--- src/design/lfpa_pkg.sv ---
package lfpa_pkg;

   localparam int MAX_PAGES = 256;
   localparam int PAGE_W    = 8;
   localparam int COUNT_W   = $clog2(MAX_PAGES + 1);
   localparam int LINK_W    = PAGE_W + 1;
   localparam int GROW_W    = 5;
   localparam int DEPTH     = 1 << PAGE_W;

   localparam logic OP_ALLOC = 1'b0;
   localparam logic OP_FREE  = 1'b1;

   localparam logic [1:0] ST_OK       = 2'd0;
   localparam logic [1:0] ST_NO_ROOM  = 2'd1;
   localparam logic [1:0] ST_BAD_FREE = 2'd2;

   typedef struct packed {
      logic              operation;
      logic [PAGE_W-1:0] page_in;
   } req_type;

   typedef struct packed {
      logic [PAGE_W-1:0] page_out;
      logic [1:0]        status;
   } rsp_type;

   typedef struct packed {
      logic              wr_en;
      logic [PAGE_W-1:0] wr_addr;
      logic [LINK_W-1:0] wr_data;
      logic              rd_en;
      logic [PAGE_W-1:0] rd_addr;
   } link_ctl_type;

endpackage

--- src/design/lfpa_link_store.sv ---
module lfpa_link_store
   import lfpa_pkg::*;
(
   input  logic              clock,
   input  link_ctl_type      ctl,
   output logic [LINK_W-1:0] rd_data
);

   logic [LINK_W-1:0] mem [DEPTH];
   logic [LINK_W-1:0] rd_data_ff;

   always_ff @(posedge clock) begin
      if (ctl.wr_en) begin
         mem[ctl.wr_addr] <= ctl.wr_data;
      end
   end

   always_ff @(posedge clock) begin
      if (ctl.rd_en) begin
         rd_data_ff <= mem[ctl.rd_addr];
      end
   end

   assign rd_data = rd_data_ff;

endmodule

--- src/design/lifo_free_page_allocator.sv ---
// channel | ports                          | word
// --------+--------------------------------+------------------------------
// request | req_valid, req_ready, req_data | operation, page_in
// result  | rsp_valid, rsp_ready, rsp_data | page_out, status
// config  | csr_we, csr_wdata              | grow_eighths
//
// A free, a bad free, or an allocate served from the lazy range or by growth
// leaves the block ready for a new request; an allocate that pops the free
// list holds off new requests while the next link is read from the link memory.
// Reset is synchronous; link memory contents are not cleared.
// A result word waits in the output register; a new request can be taken in the
// same cycle the waiting result is taken, unless a free-list pop is in progress.
module lifo_free_page_allocator
   import lfpa_pkg::*;
(
   input  logic               clock,
   input  logic               reset,
   input  logic               req_valid,
   output logic               req_ready,
   input  req_type            req_data,
   output logic               rsp_valid,
   input  logic               rsp_ready,
   output rsp_type            rsp_data,
   input  logic               csr_we,
   input  logic [GROW_W-1:0]  csr_wdata
);

   logic [GROW_W-1:0]  grow_ff;
   logic [PAGE_W-1:0]  head_ff, head_in;
   logic               nonempty_ff, nonempty_in;
   logic [COUNT_W-1:0] top_ff, top_in;
   logic [COUNT_W-1:0] low_ff, low_in;
   logic [COUNT_W-1:0] count_ff, count_in;
   logic               busy_ff, busy_in;
   logic               rsp_valid_ff;
   rsp_type            rsp_ff, rsp_in;

   link_ctl_type       link_ctl;
   logic [LINK_W-1:0]  link_rd;

   logic               accept;
   logic [COUNT_W:0]   n_plus;
   logic [GROW_W:0]    factor;
   logic [COUNT_W+GROW_W+1:0] product;
   logic [COUNT_W+GROW_W-2:0] grown_raw;
   logic [COUNT_W-1:0] grown;
   logic [COUNT_W-1:0] top_dec, grown_dec;

   assign req_ready = !reset && !busy_ff && (!rsp_valid_ff || rsp_ready);
   assign accept    = req_valid && req_ready;
   assign rsp_valid = rsp_valid_ff;
   assign rsp_data  = rsp_ff;

   assign n_plus    = {1'b0, count_ff} + (COUNT_W+1)'(1);
   assign factor    = (GROW_W+1)'(8) + {1'b0, grow_ff};
   assign product   = (COUNT_W+GROW_W+2)'(n_plus) * (COUNT_W+GROW_W+2)'(factor);
   assign grown_raw = product[COUNT_W+GROW_W+1:3];
   assign grown     = (grown_raw > (COUNT_W+GROW_W-1)'(MAX_PAGES)) ?
                      COUNT_W'(MAX_PAGES) : grown_raw[COUNT_W-1:0];
   assign top_dec   = top_ff - COUNT_W'(1);
   assign grown_dec = grown - COUNT_W'(1);

   always_comb begin
      head_in     = head_ff;
      nonempty_in = nonempty_ff;
      top_in      = top_ff;
      low_in      = low_ff;
      count_in    = count_ff;
      busy_in     = 1'b0;
      rsp_in      = rsp_ff;
      link_ctl    = '0;
      link_ctl.wr_addr = req_data.page_in;
      link_ctl.wr_data = {nonempty_ff, head_ff};
      link_ctl.rd_addr = head_ff;

      if (busy_ff) begin
         // link of the popped page has arrived
         head_in     = link_rd[PAGE_W-1:0];
         nonempty_in = link_rd[PAGE_W];
      end else if (accept) begin
         rsp_in.page_out = '0;
         rsp_in.status   = ST_OK;
         unique case (req_data.operation)
            OP_FREE: begin
               if (req_data.page_in == '0 ||
                   COUNT_W'(req_data.page_in) >= count_ff) begin
                  rsp_in.status = ST_BAD_FREE;
               end else begin
                  link_ctl.wr_en = 1'b1;
                  head_in        = req_data.page_in;
                  nonempty_in    = 1'b1;
               end
            end
            OP_ALLOC: begin
               priority if (nonempty_ff) begin
                  link_ctl.rd_en  = 1'b1;
                  busy_in         = 1'b1;
                  rsp_in.page_out = head_ff;
               end else if (top_ff != low_ff) begin
                  top_in          = top_dec;
                  rsp_in.page_out = top_dec[PAGE_W-1:0];
               end else if (count_ff >= COUNT_W'(MAX_PAGES)) begin
                  rsp_in.status = ST_NO_ROOM;
               end else begin
                  low_in          = count_ff;
                  top_in          = grown_dec;
                  count_in        = grown;
                  rsp_in.page_out = grown_dec[PAGE_W-1:0];
               end
            end
            default: begin
               rsp_in.status = ST_OK;
            end
         endcase
      end
   end

   lfpa_link_store u_link_store (
      .clock   (clock),
      .ctl     (link_ctl),
      .rd_data (link_rd)
   );

   always_ff @(posedge clock) begin
      if (reset) begin
         grow_ff      <= GROW_W'(4);
         head_ff      <= '0;
         nonempty_ff  <= 1'b0;
         top_ff       <= COUNT_W'(1);
         low_ff       <= COUNT_W'(1);
         count_ff     <= COUNT_W'(1);
         busy_ff      <= 1'b0;
         rsp_valid_ff <= 1'b0;
      end else begin
         if (csr_we) begin
            grow_ff <= csr_wdata;
         end
         head_ff     <= head_in;
         nonempty_ff <= nonempty_in;
         top_ff      <= top_in;
         low_ff      <= low_in;
         count_ff    <= count_in;
         busy_ff     <= busy_in;
         if (accept) begin
            rsp_valid_ff <= 1'b1;
         end else if (rsp_ready) begin
            rsp_valid_ff <= 1'b0;
         end
      end
   end

   always_ff @(posedge clock) begin
      rsp_ff <= rsp_in;
   end

endmodule

--- config.mk ---
export PLATFORM = sky130hd
export DESIGN_NAME = lifo_free_page_allocator
export DESIGN_NICKNAME = d
export VERILOG_FILES = /design/src/design/lfpa_pkg.sv /design/src/design/lfpa_link_store.sv /design/src/design/lifo_free_page_allocator.sv
export SDC_FILE = /design/constraint.sdc
export NUM_CORES = 2
export LEC_CHECK = 0
export ABC_AREA = 1
export ABC_CLOCK_PERIOD_IN_PS = 7800
export BUFFER_PORTS_ARGS = -buffer_cell sky130_fd_sc_hd__buf_4
export CAP_MARGIN = 5
export CORE_ASPECT_RATIO = 1.25
export CORE_MARGIN = 4
export CORE_UTILIZATION = 60
export CTS_CLUSTER_DIAMETER = 150
export DETAILED_ROUTE_END_ITERATION = 12
export PLACE_DENSITY = 0.79
export SYNTH_ARGS = -nofsm -noshare
export SYNTH_HDL_FRONTEND = slang
export SYNTH_SLANG_ARGS = --single-unit
--- constraint.sdc ---
create_clock -name clock -period 7.8 [get_ports clock]
set_clock_uncertainty 0.05 [all_clocks]
set_input_delay 1.56 -clock clock [delete_from_list [all_inputs] [get_ports clock]]
set_output_delay 1.56 -clock clock [all_outputs]
set_load 0.01 [all_outputs]
---- Yosys cells after proc, flatten, opt, wreduce, memory -nomap -nowiden ----
Memories as Yosys holds them, arrays and structs flattened. A register that Yosys moved wholly into a read port is not among the register bits.
Index checks and enable logic that the tools add are counted.
storage, ports and cells
  memories ................................ 1
  RAM bits ................................ 2304
  flip-flop bits (word level) ............. 53
  bits of input ports ..................... 19
  output and inout bits ................... 12
operators by class
  equal/unequal tests ..................... 3
  multiply operators ...................... 1
  reductions and logical operators ........ 16
  muxes and demuxes ....................... 31
  bitwise logic cells ..................... 5
  order comparisons ....................... 3
  add/subtract/negate cells ............... 4
memory list
  memory            depth  bits a word  rd ports  clocked after Yosys merged registers in  write ports  line                  RTL
  u_link_store.mem  256    9            1         1                                        1            lfpa_link_store.sv:9  logic [LINK_W-1:0] mem [DEPTH];
operators with widths
  kind                  count
  $mux 8                7
  $mux 9                3
  $mux 1                19
  $sub 9x1->9 const B   2
  $mul 10x6->16         1
  $gt 13x9->1 const B   1
  $add 9x1->10 const B  1
  $ge 8x9->1            1
  $ge 9x9->1 const B    1
  $ne 9x9->1            1
  $logic_not 8->1       1
  $add 4x5->6 const A   1
  $reduce_and 6->1      1
  $reduce_bool 2->1     3
  $not 1->1             5
  $reduce_and 5->1      1
  $ne 2x2->1 const B    2
  $pmux 2 s2            1
  $logic_and 1x1->1     3
  $logic_not 1->1       3
  $reduce_and 3->1      1
  $logic_or 1x1->1      2
  $mux 2                1
  $reduce_and 2->1      1

---- Longest topological paths before layout ----
  depth after elaboration ................. 8
  gate-level depth with buffers ........... 39
  mapped depth without buffers ............ 39

---- Hierarchy ----
A second synthesis with hierarchy kept.
unflattened totals
  cell total of the unflattened synthesis .. 8546
  area total of the unflattened synthesis .. 98555.8 um2
modules (own cells, without submodules)
  module                    instances  cells each  area each (um2)
  lfpa_link_store           1          7826        93609.8
  lifo_free_page_allocator  1          720         4946.0

---- Worst setup path after synthesis ----
OpenSTA, ideal clock, no wires.
  path kind ............................... register -> register
  start point ............................. register head_ff[3]
  end point ............................... register u_link_store.rd_data_ff[3], in the netlist u_link_store.rd_data[3], read port of u_link_store.mem, data pin
  stages on the path, launching flop included .. 11
  clock period less this slack ............ 5882 ps
  data arrival time ....................... 5578 ps
  data required time ...................... 7495 ps
  setup time .............................. 255 ps
  path slack .............................. 1918 ps
  path through ............................ dfxtp_1 > clkinv_1 > clkbuf_1 > clkbuf_1 > o21ai_0 > o22ai_1 > nand2_1 > nand3_1 > nand3_1 > nand3_1 > and2_1
RTL lines
  element                 line                             RTL
  start, declared         lifo_free_page_allocator.sv:29   logic [PAGE_W-1:0] head_ff, head_in;
  start signal, assigned  lifo_free_page_allocator.sv:138  head_ff <= head_in;
  end, declared           lfpa_link_store.sv:10            logic [LINK_W-1:0] rd_data_ff;

---- Worst setup path in the final report ----
  start point ............................. register count_ff[0]
  end point ............................... register rsp_ff, in the netlist rsp_data[4], data pin
on the way
  word-level cells in the longest chain between the ends .. 8
  elaborated cells between the ends (all ways) .. 9
  those cells by class .................... 2 x add/sub; 1 x mul; 2 x order compare; 4 x mux
RTL lines
  element                 line                             RTL
  start, declared         lifo_free_page_allocator.sv:33   logic [COUNT_W-1:0] count_ff, count_in;
  start signal, assigned  lifo_free_page_allocator.sv:142  count_ff <= count_in;
  $add 9x1->10            lifo_free_page_allocator.sv:54   assign n_plus = {1'b0, count_ff} + (COUNT_W+1)'(1);
  $mul 10x6->16           lifo_free_page_allocator.sv:56   assign product = (COUNT_W+GROW_W+2)'(n_plus) * (COUNT_W+GROW_W+2)'(factor);
  $gt 13x9->1             lifo_free_page_allocator.sv:58   assign grown = (grown_raw > (COUNT_W+GROW_W-1)'(MAX_PAGES)) ?
  $mux 9                  lifo_free_page_allocator.sv:58
  $sub 9x1->9             lifo_free_page_allocator.sv:61   assign grown_dec = grown - COUNT_W'(1);
  $mux 8 *                lifo_free_page_allocator.sv:102  end else if (count_ff >= COUNT_W'(MAX_PAGES)) begin
  $mux 8 *                lifo_free_page_allocator.sv:99   end else if (top_ff != low_ff) begin
  $mux 8 *                lifo_free_page_allocator.sv:95   priority if (nonempty_ff) begin
  end signal, assigned    lifo_free_page_allocator.sv:153  rsp_ff <= rsp_in;
  end, declared           lifo_free_page_allocator.sv:36   rsp_type rsp_ff, rsp_in;
Mark *: on every way between the ends. The rest lies on a longest branch, timed or not.
A chain may end at the register's enable or synchronous reset.

==> impl_metrics.tcl <==
set metrics [dict create \
    async_flop_share_pct 0 \
    gp_congestion 0.928 \
    die-area_sq_um 167000 \
    crit_path_end_kind "flop" \
    start_kind "flop" \
    grt_use_met3_pct 6.35 \
    post-cts-setup-buffers 0 \
    wirelength_microns 252000 \
    slowest_stage "fa_1" \
    finalSetupViolations 0 \
    yosys.area.top_type "edfxtp_1" \
    cp_common_cell "nand2_1" \
    ant_nets 0 \
    antenna_found_initial 8 \
    cts_max_path_buffers 3 \
    rsz0062_at_grt "no" \
    finalCritPeriodShare_pct 82.6 \
    yosys_register_bits 2366 \
    dieHeight_microns 456 \
    clock-sinks 2366 \
    numCtsBuffers 204 \
    synth_ff_type "edfxtp_1" \
    portBuffers 30 \
    final_nets 7656 \
    rows 164 \
    required_ns 8.45 \
    start_util_pct 60.3 \
    syn_area_per_cell_sq_um 12.4 \
    busiest_layer "met2" \
    slew_viol_final 0 \
    cts.repair.resized 0 \
    final_cell_mix "edfxtp_1 (2323), nor2_1 (1737), o21ai_0 (1423)" \
    h-tree-depth 4 \
    cts-root-buf "clkbuf_16" \
    synth_top_cell_area_share_pct 72.3 \
    grtUsageMet2_pct 45.3 \
    hold_class "flop to flop" \
    io_pins 31 \
    max_stage_delay_ns 0.54 \
    grt.total_usage_pct 29.3 \
    die_x_microns 367 \
    via_per_inst 6.61 \
    clk_latency_ns 0.88 \
    layoutNonFillerInstCount 9814 \
    grt_max_degree 215 \
    syn_inst 7795 \
    synth_edf_count 2323 \
    leakage_nw 35.1 \
    synthTopCellsByArea "edfxtp_1 (72%), o21ai_0 (7.4%), nor2_1 (6.8%), o22ai_1 (4.5%), nand2_1 (1.6%)" \
    whs_ns 0.413 \
    power_density_nw_per_um2 238 \
    vias 64900 \
    vdd_drop_max_mv 0.258 \
    ys_warn_count 0 \
    cap_violations 0 \
    drc_errors 0 \
    groute.layer.met1.usage_pct 38.5 \
    dpl.hpwl_microns 139000 \
    ys_types 42 \
    fin_crit_ns 6.44 \
    crit_fanout 14 \
    slew_headroom_pct 11.3 \
    final_common_cell "edfxtp_1" \
    drive_above_1_share_pct 5.78 \
    syn2layout_area_growth_pct 8.03 \
    tns_ns 0 \
    fmaxAchievable_mhz 155 \
    core-area_sq_um 160000 \
    wl_per_cell_microns 25.6 \
    outcome "finished, final reports clean" \
    cts_tree "done" \
    finalHoldViolCount 0 \
    grt_pass1_wl_microns 375000 \
    critPathArrivalTime_ns 7.09 \
    place_inst 9438 \
    final_area_sq_um 104000 \
    synth_area_sq_um 96400 \
    placed_area_sq_um 97800 \
    cts_hold_buf 0 \
    ys_seq_area_share_pct 73.2 \
    clkTransAtPathRegs_ns 0.07 \
    critPathKind "flop to flop" \
    tightest_slew_ns 1.33 \
    drt-pass1-iter-count 7 \
    first_iter_violations 11000 \
    grt_pass1_vias 61200 \
    globalRoute.totalOverflow 0 \
]
==> worst max-delay path: cells and delay by family, from the launching register on <==
family,cells,cell delay (ns)
buffers and inverters,6,0.54
AO/OA/AOI/OAI,2,0.34
flip-flops,1,0.48
XOR/XNOR,2,0.67
adder cells (fa/ha/maj),5,2.13
AND/OR/NAND/NOR,16,2.05
==> report_power, final <==
| group | internal (mW) | leakage (nW) | switching [mW] |
|---|---|---|---|
| Sequential | 13.9 | 22.2 | 0.0312 |
| Clock | 5.25 | 3.14 | 4.55 |
| Combinational | 0.273 | 9.77 | 0.775 |
| Total | 19.4 | 35.1 | 5.36 |
==> synthesized netlist by cell type (4+ instances only) <==
master	count
buf_6	12
fa_1	33
xor2_1	14
nor2_2	4
nor3_1	16
inv_1	148
buf_1	17
nand2_1	417
o21ai_1	23
inv_2	5
xnor2_1	5
o22ai_1	700
nand4_1	6
ha_1	35
o21ai_0	1423
clkinv_1	4
nand3_1	201
a21oi_1	71
edfxtp_1	2323
buf_4	51
dfxtp_1	43
buf_2	117
nor2_1	1737
clkbuf_1	353
or2_2	4
==> per-layer routing <==
metal  vias up  routed length, microns
li1      28100                       -
met1     31300                   87200
met2      4648                  118000
met3       819                   29800
met4         2                   16300
met5         -                      10
==> kinds of logic after synthesis <==
logic type      share of synthesized area, %
other cells                          0.00389
mux                                   0.0104
buf+inv                                 3.20
simple gates                            9.73
fa+ha+maj                               1.14
compound gates                          12.5
flops                                   73.2
xor+xnor                               0.173
==> layout make-up <==
cell class,count,area [sq um]
Sequential cell,2366,70700
Multi-Input combinational cell,4730,22800
Fill cell,10900,55700
Clock inverter,124,1110
Inverter,157,614
Timing Repair Buffer,110,1100
Clock buffer,245,5280
Tap cell,2075,2600
Antenna cell,7,17.5
==> metrics by stage <==
stage	worst slack [ns]	utilization (%)	total power [mW]
floorplan	1.92	-	14.8
global placement	1.46	61.2	15.2
detailed placement	1.40	61.2	15.2
CTS	1.37	65.2	24.7
global route	0.823	65.2	25.4
finish	1.36	65.2	24.7
==> sequential cells by signal, indices dropped and copies added (netlist names), 5 cells and up <==
register / flops
low_ff: 9
top_ff: 9
grow_ff: 5
u_link_store.mem: 2304
head_ff: 8
rsp_data: 10
u_link_store.rd_data: 9
count_ff: 9
==> final timing paths <==
path,startpoint,endpoint,slack [ns],depth (start not counted)
min reg2reg,low_ff[8],low_ff[8],0.41,2
max,count_ff[0],rsp_data[4],1.36,31
min,low_ff[8],low_ff[8],0.41,2
max reg2reg,count_ff[0],rsp_data[4],1.36,31
Power figures use the tool's default switching activity.
